<file path="src/sv/mrr_pkg.sv">
`timescale 1ns / 1ps

package mrr_pkg;

    // field widths
    localparam int WORD_W = 31;
    localparam int SPAN_W = WORD_W + 1;
    localparam int MULT_W = 15;

    // generator constants
    localparam logic [WORD_W-1:0] MODULUS    = 31'h7FFF_FFFF;
    localparam logic [MULT_W-1:0] MULTIPLIER = 15'd16807;

    // job queue between front and back
    localparam int QUEUE_DEPTH = 4;
    localparam int QPTR_W      = $clog2(QUEUE_DEPTH);
    localparam int QCNT_W      = QPTR_W + 1;

    // one classified request with its advanced generator state
    typedef struct packed {
        logic [WORD_W-1:0] lo;
        logic [WORD_W-1:0] gen;
        logic [SPAN_W-1:0] span;
        logic              bad;
    } mrr_job_t;

endpackage

</file>
<file path="src/sv/minstd_range_random.sv">
`timescale 1ns / 1ps

// Park-Miller minimal standard generator mapped onto an inclusive range.
// Each request word (range_low, range_high) advances the generator by
// state * 16807 mod (2^31 - 1) and returns range_low + floor(state * span /
// (2^31 - 1)) with span = range_high - range_low + 1, in exact integers;
// range_high below range_low returns range_low with range_bad set. The front
// end takes no new request while it folds the last one or while the queue is
// full: the generator recurrence is a registered 31x15 multiply followed by a
// Mersenne fold in the next cycle. A four-entry job queue decouples it from
// the back end, a three-stage pipeline (31x32 multiply, split, offset) that
// delivers one result per cycle while rsp_stall is low and jobs are queued.
// Writing seed_data with seed_we reloads the generator at once; write it only
// while no request is outstanding. Reset loads the generator with 1.
module minstd_range_random import mrr_pkg::*;
(
    input  logic              clk,
    input  logic              rst_n,
    input  logic              seed_we,
    input  logic [WORD_W-1:0] seed_data,
    input  logic              req_valid,
    output logic              req_stall,
    input  logic [WORD_W-1:0] range_low,
    input  logic [WORD_W-1:0] range_high,
    output logic              rsp_valid,
    input  logic              rsp_stall,
    output logic [WORD_W-1:0] value,
    output logic              range_bad
);

    logic     q_full, q_push, q_pop, q_empty;
    mrr_job_t push_job, pop_job;

    // request intake and generator
    mrr_front u_front (
        .clk        (clk),
        .rst_n      (rst_n),
        .seed_we    (seed_we),
        .seed_data  (seed_data),
        .req_valid  (req_valid),
        .req_stall  (req_stall),
        .range_low  (range_low),
        .range_high (range_high),
        .q_full     (q_full),
        .q_push     (q_push),
        .q_data     (push_job)
    );

    // job queue
    mrr_queue u_queue (
        .clk       (clk),
        .rst_n     (rst_n),
        .push      (q_push),
        .push_data (push_job),
        .full      (q_full),
        .pop       (q_pop),
        .empty     (q_empty),
        .pop_data  (pop_job)
    );

    // range mapping pipeline
    mrr_back u_back (
        .clk       (clk),
        .rst_n     (rst_n),
        .q_empty   (q_empty),
        .q_data    (pop_job),
        .q_pop     (q_pop),
        .rsp_valid (rsp_valid),
        .rsp_stall (rsp_stall),
        .value     (value),
        .range_bad (range_bad)
    );

endmodule

</file>
<file path="src/sv/mrr_front.sv">
`timescale 1ns / 1ps

module mrr_front import mrr_pkg::*;
(
    input  logic              clk,
    input  logic              rst_n,
    input  logic              seed_we,
    input  logic [WORD_W-1:0] seed_data,
    input  logic              req_valid,
    output logic              req_stall,
    input  logic [WORD_W-1:0] range_low,
    input  logic [WORD_W-1:0] range_high,
    input  logic              q_full,
    output logic              q_push,
    output mrr_job_t          q_data
);

    typedef enum logic [1:0] {
        ST_TAKE = 2'b01,
        ST_FOLD = 2'b10
    } front_state_t;

    localparam int PROD_W = WORD_W + MULT_W;

    front_state_t              fsm_reg, fsm_next;
    logic [WORD_W-1:0]         gen_reg, gen_next;
    logic [PROD_W-1:0]         prod_reg;
    logic [WORD_W-1:0]         lo_reg;
    logic [SPAN_W-1:0]         span_reg;
    logic                      bad_reg;
    logic                      take;
    logic [SPAN_W-1:0]         fold_sum;
    logic [WORD_W-1:0]         fold_gen;

    // take a request only when the queue has room for it next cycle
    assign req_stall = (fsm_reg != ST_TAKE) || q_full;
    assign take      = req_valid && !req_stall;

    // mersenne fold of the registered product, one conditional subtract
    assign fold_sum = {1'b0, prod_reg[WORD_W-1:0]}
                    + {{(SPAN_W-MULT_W){1'b0}}, prod_reg[PROD_W-1:WORD_W]};
    always_comb
    begin
        if (fold_sum >= {1'b0, MODULUS})
        begin
            fold_gen = WORD_W'(fold_sum - {1'b0, MODULUS});
        end
        else
        begin
            fold_gen = fold_sum[WORD_W-1:0];
        end
    end

    // sequencer and generator update
    always_comb
    begin
        fsm_next = fsm_reg;
        gen_next = gen_reg;
        case (fsm_reg)
            ST_TAKE:
            begin
                if (take)
                begin
                    fsm_next = ST_FOLD;
                end
            end
            ST_FOLD:
            begin
                gen_next = fold_gen;
                fsm_next = ST_TAKE;
            end
            default:
            begin
                fsm_next = ST_TAKE;
            end
        endcase
        if (seed_we)
        begin
            gen_next = seed_data;
        end
    end

    always_ff @(posedge clk or negedge rst_n)
    begin
        if (!rst_n)
        begin
            fsm_reg <= ST_TAKE;
            gen_reg <= WORD_W'(1);
        end
        else
        begin
            fsm_reg <= fsm_next;
            gen_reg <= gen_next;
        end
    end

    // classify the request and start the state multiply
    always_ff @(posedge clk)
    begin
        if (take)
        begin
            prod_reg <= {{MULT_W{1'b0}}, gen_reg} * {{WORD_W{1'b0}}, MULTIPLIER};
            lo_reg   <= range_low;
            span_reg <= {1'b0, range_high} - {1'b0, range_low} + SPAN_W'(1);
            bad_reg  <= (range_high < range_low);
        end
    end

    // hand the job over once the new state is known
    assign q_push      = (fsm_reg == ST_FOLD);
    assign q_data.lo   = lo_reg;
    assign q_data.gen  = fold_gen;
    assign q_data.span = span_reg;
    assign q_data.bad  = bad_reg;

endmodule

</file>
<file path="src/sv/mrr_queue.sv">
`timescale 1ns / 1ps

module mrr_queue import mrr_pkg::*;
(
    input  logic     clk,
    input  logic     rst_n,
    input  logic     push,
    input  mrr_job_t push_data,
    output logic     full,
    input  logic     pop,
    output logic     empty,
    output mrr_job_t pop_data
);

    mrr_job_t            slot_reg [QUEUE_DEPTH];
    logic [QPTR_W-1:0]   wr_ptr_reg, wr_ptr_next;
    logic [QPTR_W-1:0]   rd_ptr_reg, rd_ptr_next;
    logic [QCNT_W-1:0]   count_reg, count_next;

    assign full     = (count_reg == QCNT_W'(QUEUE_DEPTH));
    assign empty    = (count_reg == '0);
    assign pop_data = slot_reg[rd_ptr_reg];

    // pointer and fill count
    always_comb
    begin
        wr_ptr_next = wr_ptr_reg;
        rd_ptr_next = rd_ptr_reg;
        count_next  = count_reg;
        if (push)
        begin
            wr_ptr_next = wr_ptr_reg + QPTR_W'(1);
        end
        if (pop)
        begin
            rd_ptr_next = rd_ptr_reg + QPTR_W'(1);
        end
        if (push && !pop)
        begin
            count_next = count_reg + QCNT_W'(1);
        end
        else if (pop && !push)
        begin
            count_next = count_reg - QCNT_W'(1);
        end
    end

    always_ff @(posedge clk or negedge rst_n)
    begin
        if (!rst_n)
        begin
            wr_ptr_reg <= '0;
            rd_ptr_reg <= '0;
            count_reg  <= '0;
        end
        else
        begin
            wr_ptr_reg <= wr_ptr_next;
            rd_ptr_reg <= rd_ptr_next;
            count_reg  <= count_next;
        end
    end

    // job storage
    always_ff @(posedge clk)
    begin
        if (push)
        begin
            slot_reg[wr_ptr_reg] <= push_data;
        end
    end

endmodule

</file>
<file path="src/sv/mrr_back.sv">
`timescale 1ns / 1ps

module mrr_back import mrr_pkg::*;
(
    input  logic              clk,
    input  logic              rst_n,
    input  logic              q_empty,
    input  mrr_job_t          q_data,
    output logic              q_pop,
    output logic              rsp_valid,
    input  logic              rsp_stall,
    output logic [WORD_W-1:0] value,
    output logic              range_bad
);

    localparam int PROD_W = WORD_W + SPAN_W;
    localparam int HIGH_W = PROD_W - WORD_W;
    localparam int SUM_W  = HIGH_W + 1;

    // scaling stage
    logic                s1_valid_reg;
    logic [PROD_W-1:0]   s1_prod_reg;
    logic [WORD_W-1:0]   s1_lo_reg;
    logic                s1_bad_reg;
    // split stage
    logic                s2_valid_reg;
    logic [HIGH_W-1:0]   s2_high_reg;
    logic [SUM_W-1:0]    s2_sum_reg;
    logic [WORD_W-1:0]   s2_lo_reg;
    logic                s2_bad_reg;
    // output register
    logic                out_valid_reg;
    logic [WORD_W-1:0]   out_value_reg;
    logic                out_bad_reg;

    logic                out_adv, s2_adv, s1_adv;
    logic [1:0]          wraps;
    logic [SUM_W-1:0]    mapped;

    // pipeline moves where the next stage is free
    assign out_adv = !out_valid_reg || !rsp_stall;
    assign s2_adv  = !s2_valid_reg || out_adv;
    assign s1_adv  = !s1_valid_reg || s2_adv;
    assign q_pop   = s1_adv && !q_empty;

    // p / (2^31-1) = a + floor((a + b) / (2^31-1)) with p = a*2^31 + b
    always_comb
    begin
        if (s2_sum_reg >= {1'b0, MODULUS, 1'b0})
        begin
            wraps = 2'd2;
        end
        else if (s2_sum_reg >= {2'b0, MODULUS})
        begin
            wraps = 2'd1;
        end
        else
        begin
            wraps = 2'd0;
        end
    end
    assign mapped = {2'b0, s2_lo_reg} + {1'b0, s2_high_reg} + {{(SUM_W-2){1'b0}}, wraps};

    always_ff @(posedge clk or negedge rst_n)
    begin
        if (!rst_n)
        begin
            s1_valid_reg  <= 1'b0;
            s2_valid_reg  <= 1'b0;
            out_valid_reg <= 1'b0;
        end
        else
        begin
            if (s1_adv)
            begin
                s1_valid_reg <= !q_empty;
            end
            if (s2_adv)
            begin
                s2_valid_reg <= s1_valid_reg;
            end
            if (out_adv)
            begin
                out_valid_reg <= s2_valid_reg;
            end
        end
    end

    // state times span
    always_ff @(posedge clk)
    begin
        if (q_pop)
        begin
            s1_prod_reg <= {{SPAN_W{1'b0}}, q_data.gen} * {{WORD_W{1'b0}}, q_data.span};
            s1_lo_reg   <= q_data.lo;
            s1_bad_reg  <= q_data.bad;
        end
    end

    // split the product into high and low halves
    always_ff @(posedge clk)
    begin
        if (s2_adv && s1_valid_reg)
        begin
            s2_high_reg <= s1_prod_reg[PROD_W-1:WORD_W];
            s2_sum_reg  <= {1'b0, s1_prod_reg[PROD_W-1:WORD_W]}
                         + {{(SUM_W-WORD_W){1'b0}}, s1_prod_reg[WORD_W-1:0]};
            s2_lo_reg   <= s1_lo_reg;
            s2_bad_reg  <= s1_bad_reg;
        end
    end

    // final offset, inverted range passes the low bound through
    always_ff @(posedge clk)
    begin
        if (out_adv && s2_valid_reg)
        begin
            out_value_reg <= s2_bad_reg ? s2_lo_reg : mapped[WORD_W-1:0];
            out_bad_reg   <= s2_bad_reg;
        end
    end

    assign rsp_valid = out_valid_reg;
    assign value     = out_value_reg;
    assign range_bad = out_bad_reg;

endmodule

</file>
<file path="config.mk">
export PLATFORM = sky130hd
export DESIGN_NAME = minstd_range_random
export DESIGN_NICKNAME = d
export VERILOG_FILES = /design/src/sv/mrr_pkg.sv /design/src/sv/minstd_range_random.sv /design/src/sv/mrr_front.sv /design/src/sv/mrr_queue.sv /design/src/sv/mrr_back.sv
export SDC_FILE = /design/constraint.sdc
export NUM_CORES = 2
export LEC_CHECK = 0
export BUFFER_PORTS_ARGS = -buffer_cell sky130_fd_sc_hd__buf_2
export CORE_ASPECT_RATIO = 1.5
export CORE_MARGIN = 3
export CORE_UTILIZATION = 59
export DETAILED_ROUTE_END_ITERATION = 7
export PLACE_DENSITY = 0.79
export SLEW_MARGIN = 25
export SYNTH_ARGS = -nofsm -noshare
export SYNTH_HDL_FRONTEND = slang
export SYNTH_HIERARCHICAL = 1
export SYNTH_SLANG_ARGS = --single-unit
</file>
<file path="constraint.sdc">
create_clock -name clk -period 8.6 [get_ports clk]
set_input_delay 0.86 -clock clk [delete_from_list [all_inputs] [get_ports clk]]
set_output_delay 0.86 -clock clk [all_outputs]
set_load 0.1 [all_outputs]
</file>
-- Word level (Yosys, flattened, before mapping)
Memories as Yosys holds them, arrays and structs flattened.
Cells that the tools add are included.
- add/sub/neg operators: 11
- multiply operators: 2
- divide/modulo/power cells: 0
- $lt $le $gt $ge: 4
- equal/unequal tests: 5
- shift operators: 0
- muxes and demuxes: 12
- bitwise gates (word level): 0
- reduce and logical (&&, ||, !) cells: 21
- operator list (cell ; count):
    $mux 31 ; 4
    $mul 31x32->63 ; 1
    $mul 31x15->46 const B ; 1
    $add 32x31->33 ; 1
    $ge 33x31->1 const B ; 1
    $ge 33x32->1 const B ; 1
    $add 31x15->32 ; 1
    $add 32x1->32 const B ; 1
    $ge 32x31->1 const B ; 1
    $sub 31x31->32 ; 1
    $add 31x2->31 ; 1
    $add 31x31->31 ; 1
    $lt 31x31->1 ; 1
    $sub 31x31->31 const B ; 1
    $logic_not 1->1 ; 8
    $logic_and 1x1->1 ; 6
    $mux 2 ; 3
    $mux 3 ; 2
    $add 2x1->2 const B ; 2
    $logic_or 1x1->1 ; 4
    $ne 2x1->1 const B ; 2
    $reduce_bool 2->1 ; 2
    $add 3x1->3 const B ; 1
    $eq 3x3->1 const B ; 1
    5 further kinds ; 7
- bits in registers: 376
- bits in latches: 0
- bits in writable memories: 380
- bits in read-only memories: 0
- input port bits: 98
- output and inout bits: 34
- logic and storage cells: 77
- memories: 1
- memory list (name ; words ; bits a word ; read ports ; clocked after memory_dff ; wr ports ; RTL line ; text):
    u_queue.slot_reg ; 4 ; 95 ; 1 ; 0 ; 1 ; mrr_queue.sv:15 ; mrr_job_t slot_reg [QUEUE_DEPTH];

-- Depth between registers and ports, before layout
- depth after elaboration: 8
- mapped depth: 33
- depth with buffers taken out: 28

-- By module
The synthesis kept the hierarchy.
- modules (own cells, without submodules) (module ; times used ; cells each ; area each (um^2)):
    mrr_back ; 1 ; 4429 ; 43136.4
    mrr_front ; 1 ; 1764 ; 16982.5
    mrr_queue ; 1 ; 531 ; 14096.0

-- Worst setup path after synthesis
No wires, ideal clock.
- path kind: reg2reg
- start: reg u_queue.rd_ptr_reg[0]
- end: reg u_back.s1_prod_reg[57] (data pin)
- library setup time: 0.263 ns
- arrival time: 8.016 ns
- path slack: 0.320 ns
- stages on the path, launching flop included: 28
- path buffers: 3
- clock period less this slack: 8.280 ns
- cell sequence: dfrtp_1 > buf_6 > buf_2 > mux4_2 > clkbuf_1 > and2_1 > fa_1 > fa_1 > fa_1 > inv_1 > fa_1 > inv_1 > fa_1 > fa_1 > fa_1 > inv_1 > fa_1 > inv_1 > ha_1 > a21o_1 > a211o_1 > or3b_4 > nor3_4 > o211ai_2 > o31ai_4 > o21ai_2 > a31oi_1 > xnor2_1
- RTL lines (item ; RTL line ; text):
    start, declared ; mrr_queue.sv:17 ; logic [QPTR_W-1:0] rd_ptr_reg, rd_ptr_next;
    start signal, assigned ; mrr_queue.sv:59 ; rd_ptr_reg <= rd_ptr_next;
    end signal, assigned ; mrr_back.sv:94 ; s1_prod_reg <= {{SPAN_W{1'b0}}, q_data.gen} * {{WORD_W{1'b0}}, q_data.span};
    end, declared ; mrr_back.sv:22 ; logic [PROD_W-1:0] s1_prod_reg;

==> run_results.csv <==
group,metric,value,unit
outcome,status,"completed",
routing,wirelength,193000,microns
global_routing,use_met1,0.326,
setup_path,worstPathMaxFanout,14,
routing,postRouteAntennaNets,0,
global_routing,grtUsageMet3,0.0398,
cells_and_area,largest_reg_flops,380,
setup_path,cp_slowest_cell,"mux4_2",
cells_and_area,final_common_cell,"inv_1",
floorplanning,start_util,0.597,
timing,finalSetupViolations,0,
timing,drv_slew,0,
synth,ys.flop_type,"edfxtp_1",
floorplanning,io-pin-count,132,
setup_path,reg2reg_to,"u_back/s1_prod_reg[56]",
routing,drc,0,
cts,cts-root-buf,"clkbuf_16",
synth,synth.distinct_cells,101,
global_routing,grt_first_pass_wirelength,301000,microns
synth,synth_cells,6724,
flow_run,cap_viol_max_count,0,
routing,route.detailed.wl_per_inst,22.3,microns
setup_path,cp-end-kind,"flip-flop",
setup_path,cp-start-kind,"flip-flop",
synth,syn-cell-area,0.0742,sq mm
place,port_buffers,131,
cts,clk_pin_slew_worst_paths,0.07,ns
global_routing,grt_pass1_vias,54967,
global_routing,antenna_found_initial,10,
setup_path,r2r_cells,26,
cells_and_area,area_growth,9.75,%
routing,firstDrtPassIters,6,
routing,drt_iter0_markers,3351,
setup_path,critPathRequiredTime,8.99,ns
timing,fin_crit,8.53,ns
setup_path,worst_path_most_repeated_cell,"fa_1",
floorplanning,die_x,296,microns
floorplanning,die-area,0.130,sq mm
place,dp_cells,8449,
timing,rsz0062_at_grt,"yes",
cts,cts_tree,"yes",
synth,synth_edf_count,713,
timing,report.final.hold_viol_count,0,
setup_path,slowest_delay,0.67,ns
cts,htreeDepth,3,
floorplanning,rows,158,
synth,synth.ff_latch_count,756,
cts,cts_num_sinks,756,
setup_path,ff2ff_setup_slack,0.07,ns
cts,cts_buffer_depth,3,
synth,syn_avg_cell_area,11.0,sq um
synth,syn-num-nets,8457,
cells_and_area,nets,8697,
synth,yosysWarnings,6,
synth,synth_async_sr_flop_share,0.0569,
setup_path,reg2reg_from,"u_queue/rd_ptr_reg[0]",
min_path,hp-class,"in -> async",
global_routing,grt_max_degree,75,
routing,routed_via_density,5.80,
cts,numCtsBuffers,73,
global_routing,grt-ovfl-total,0,
global_routing,busiest_layer,"met2",
cts,cts.hold.buffers_added,0,
floorplanning,core_area,0.124,sq mm
timing,fin_skew,0.0554,ns
setup_path,cp.arrival,8.92,ns
cells_and_area,drive_above_1_share,0.111,
setup_path,worstSetupPathType,"reg -> reg",
timing,relSlewSlack,0.222,
place,place_congestion,1.00,
cells_and_area,final_cells,8627,
global_routing,grt_usage,0.304,
timing,tightest_slew,1.17,ns
place,place_hpwl,156000,microns
global_routing,grt_use_met2,0.569,
timing,timing.final.crit_share,0.992,
routing,vias,50077,
cells_and_area,mostFrequentLayoutCells,"inv_1 (1294), fa_1 (1015), edfxtp_1 (713)",
synth,synth_seq_area_share,0.303,
floorplanning,die_y,440,microns
cts,clk_latency,0.69,ns
timing,max_freq,117,MHz
[how the worst max path moves through the flow]
stage                                from                     end  slack [ns]  cells after the start
finish              u_queue/rd_ptr_reg[0]  u_back/s1_prod_reg[56]        0.07                     26
global placement    u_queue/rd_ptr_reg[0]  u_back/s1_prod_reg[57]        0.07                     31
detailed placement  u_queue/rd_ptr_reg[0]  u_back/s1_prod_reg[57]       -0.01                     31
CTS                 u_queue/rd_ptr_reg[0]  u_back/s1_prod_reg[57]       0.003                     26
global route        u_queue/rd_ptr_reg[0]  u_back/s1_prod_reg[56]       -0.20                     27
floorplan           u_queue/rd_ptr_reg[0]  u_back/s1_prod_reg[57]        0.32                     27
[cells in the mapped netlist (all sizes together) (8+ instances only)]
master	number	share of area
o21a	34	0.0035
nand4	39	0.0035
or4	11	0.0012
inv	1300	0.066
ha	615	0.10
xor2	78	0.0092
buf	33	0.0032
or3	22	0.0019
nand3	56	0.0038
and2	560	0.047
a21boi	8	0.00081
or2	14	0.0012
nor2b	20	0.0017
nor3	50	0.0035
a211oi	34	0.0036
and3	28	0.0024
nand2b	25	0.0021
a31oi	26	0.0022
nand2	641	0.032
nor4	15	0.0013
o21bai	34	0.0034
clkbuf	242	0.012
mux4	95	0.029
a31o	9	0.0011
nor2	175	0.0089
o311ai	15	0.0018
o21ai	162	0.011
edfxtp	713	0.29
a21oi	203	0.014
a41oi	8	0.0010
fa	1020	0.28
xnor2	133	0.016
dfrtp	41	0.014
a2111oi	8	0.0011
o31ai	25	0.0028
o211ai	24	0.0026
a21o	96	0.0097
[cell families (layout without fill, tap and decap cells)]
logic type,Yosys count,in the layout,synth area share
adders and majority gates,1635,1635,0.379
AOI/OAI and AO/OA,766,766,0.0683
DFF,756,756,0.303
muxes,102,106,0.0299
other,0,3,0
and+or+nand+nor,1679,1679,0.114
xor gates and xnor gates,211,211,0.0249
buffers and inverters,1575,1871,0.0812
[area by class of cell]
class	instances	area [sq um]
clock buffers	90	1950
inverters	1300	4880
flip-flops and latches	756	22500
clock inverters	45	556
multi-input cells	4397	46200
diodes	3	7.51
fillers	9206	42900
repair buffers	436	3360
well taps	1600	2000
[timing repair]
action / CTS / global route
gates resized for setup: 6 / 83
setup buffers: 10 / 24
endpoints found under the setup margin: 6 / 28
pin swaps: 1 / 20
gates cloned: 3 / 3
[worst max-delay path: cells and delay by family (launching register included)]
kind | cells | cell delay, ns
XOR/XNOR | 1 | 0.08
multiplexers | 1 | 0.67
flip-flops | 1 | 0.49
adder cells (fa/ha/maj) | 9 | 4.51
AND/OR/NAND/NOR | 2 | 0.46
buffers and inverters | 6 | 0.51
AO/OA/AOI/OAI | 7 | 1.48
[per-layer routing]
metal / up-vias / part of all wire
li1: 22318 / -
met1: 25169 / 0.34
met2: 1938 / 0.54
met3: 644 / 0.053
met4: 8 / 0.068
met5: - / 0.00032
[metrics by stage]
| stage | cell area [sq um] | setup WS (ns) | setup TNS, ns | utilization | hold WS, ns |
|---|---|---|---|---|---|
| global route | 81500 | -0.196 | -1.54 | 0.655 | 0.366 |
| detailed placement | 78100 | -0.0114 | -0.0114 | 0.628 | 0.405 |
| CTS | 80800 | 0.00321 | 0 | 0.650 | 0.321 |
| finish | 81500 | 0.0689 | 0 | 0.655 | 0.349 |
| global placement | 78100 | 0.0694 | 0 | 0.628 | 0.401 |
| floorplan | 74200 | 0.320 | 0 | - | 0.400 |
Power is left out: the tool's default activity adds up to more than one toggle a clock period on the data nets, which glitch-free logic cannot reach.
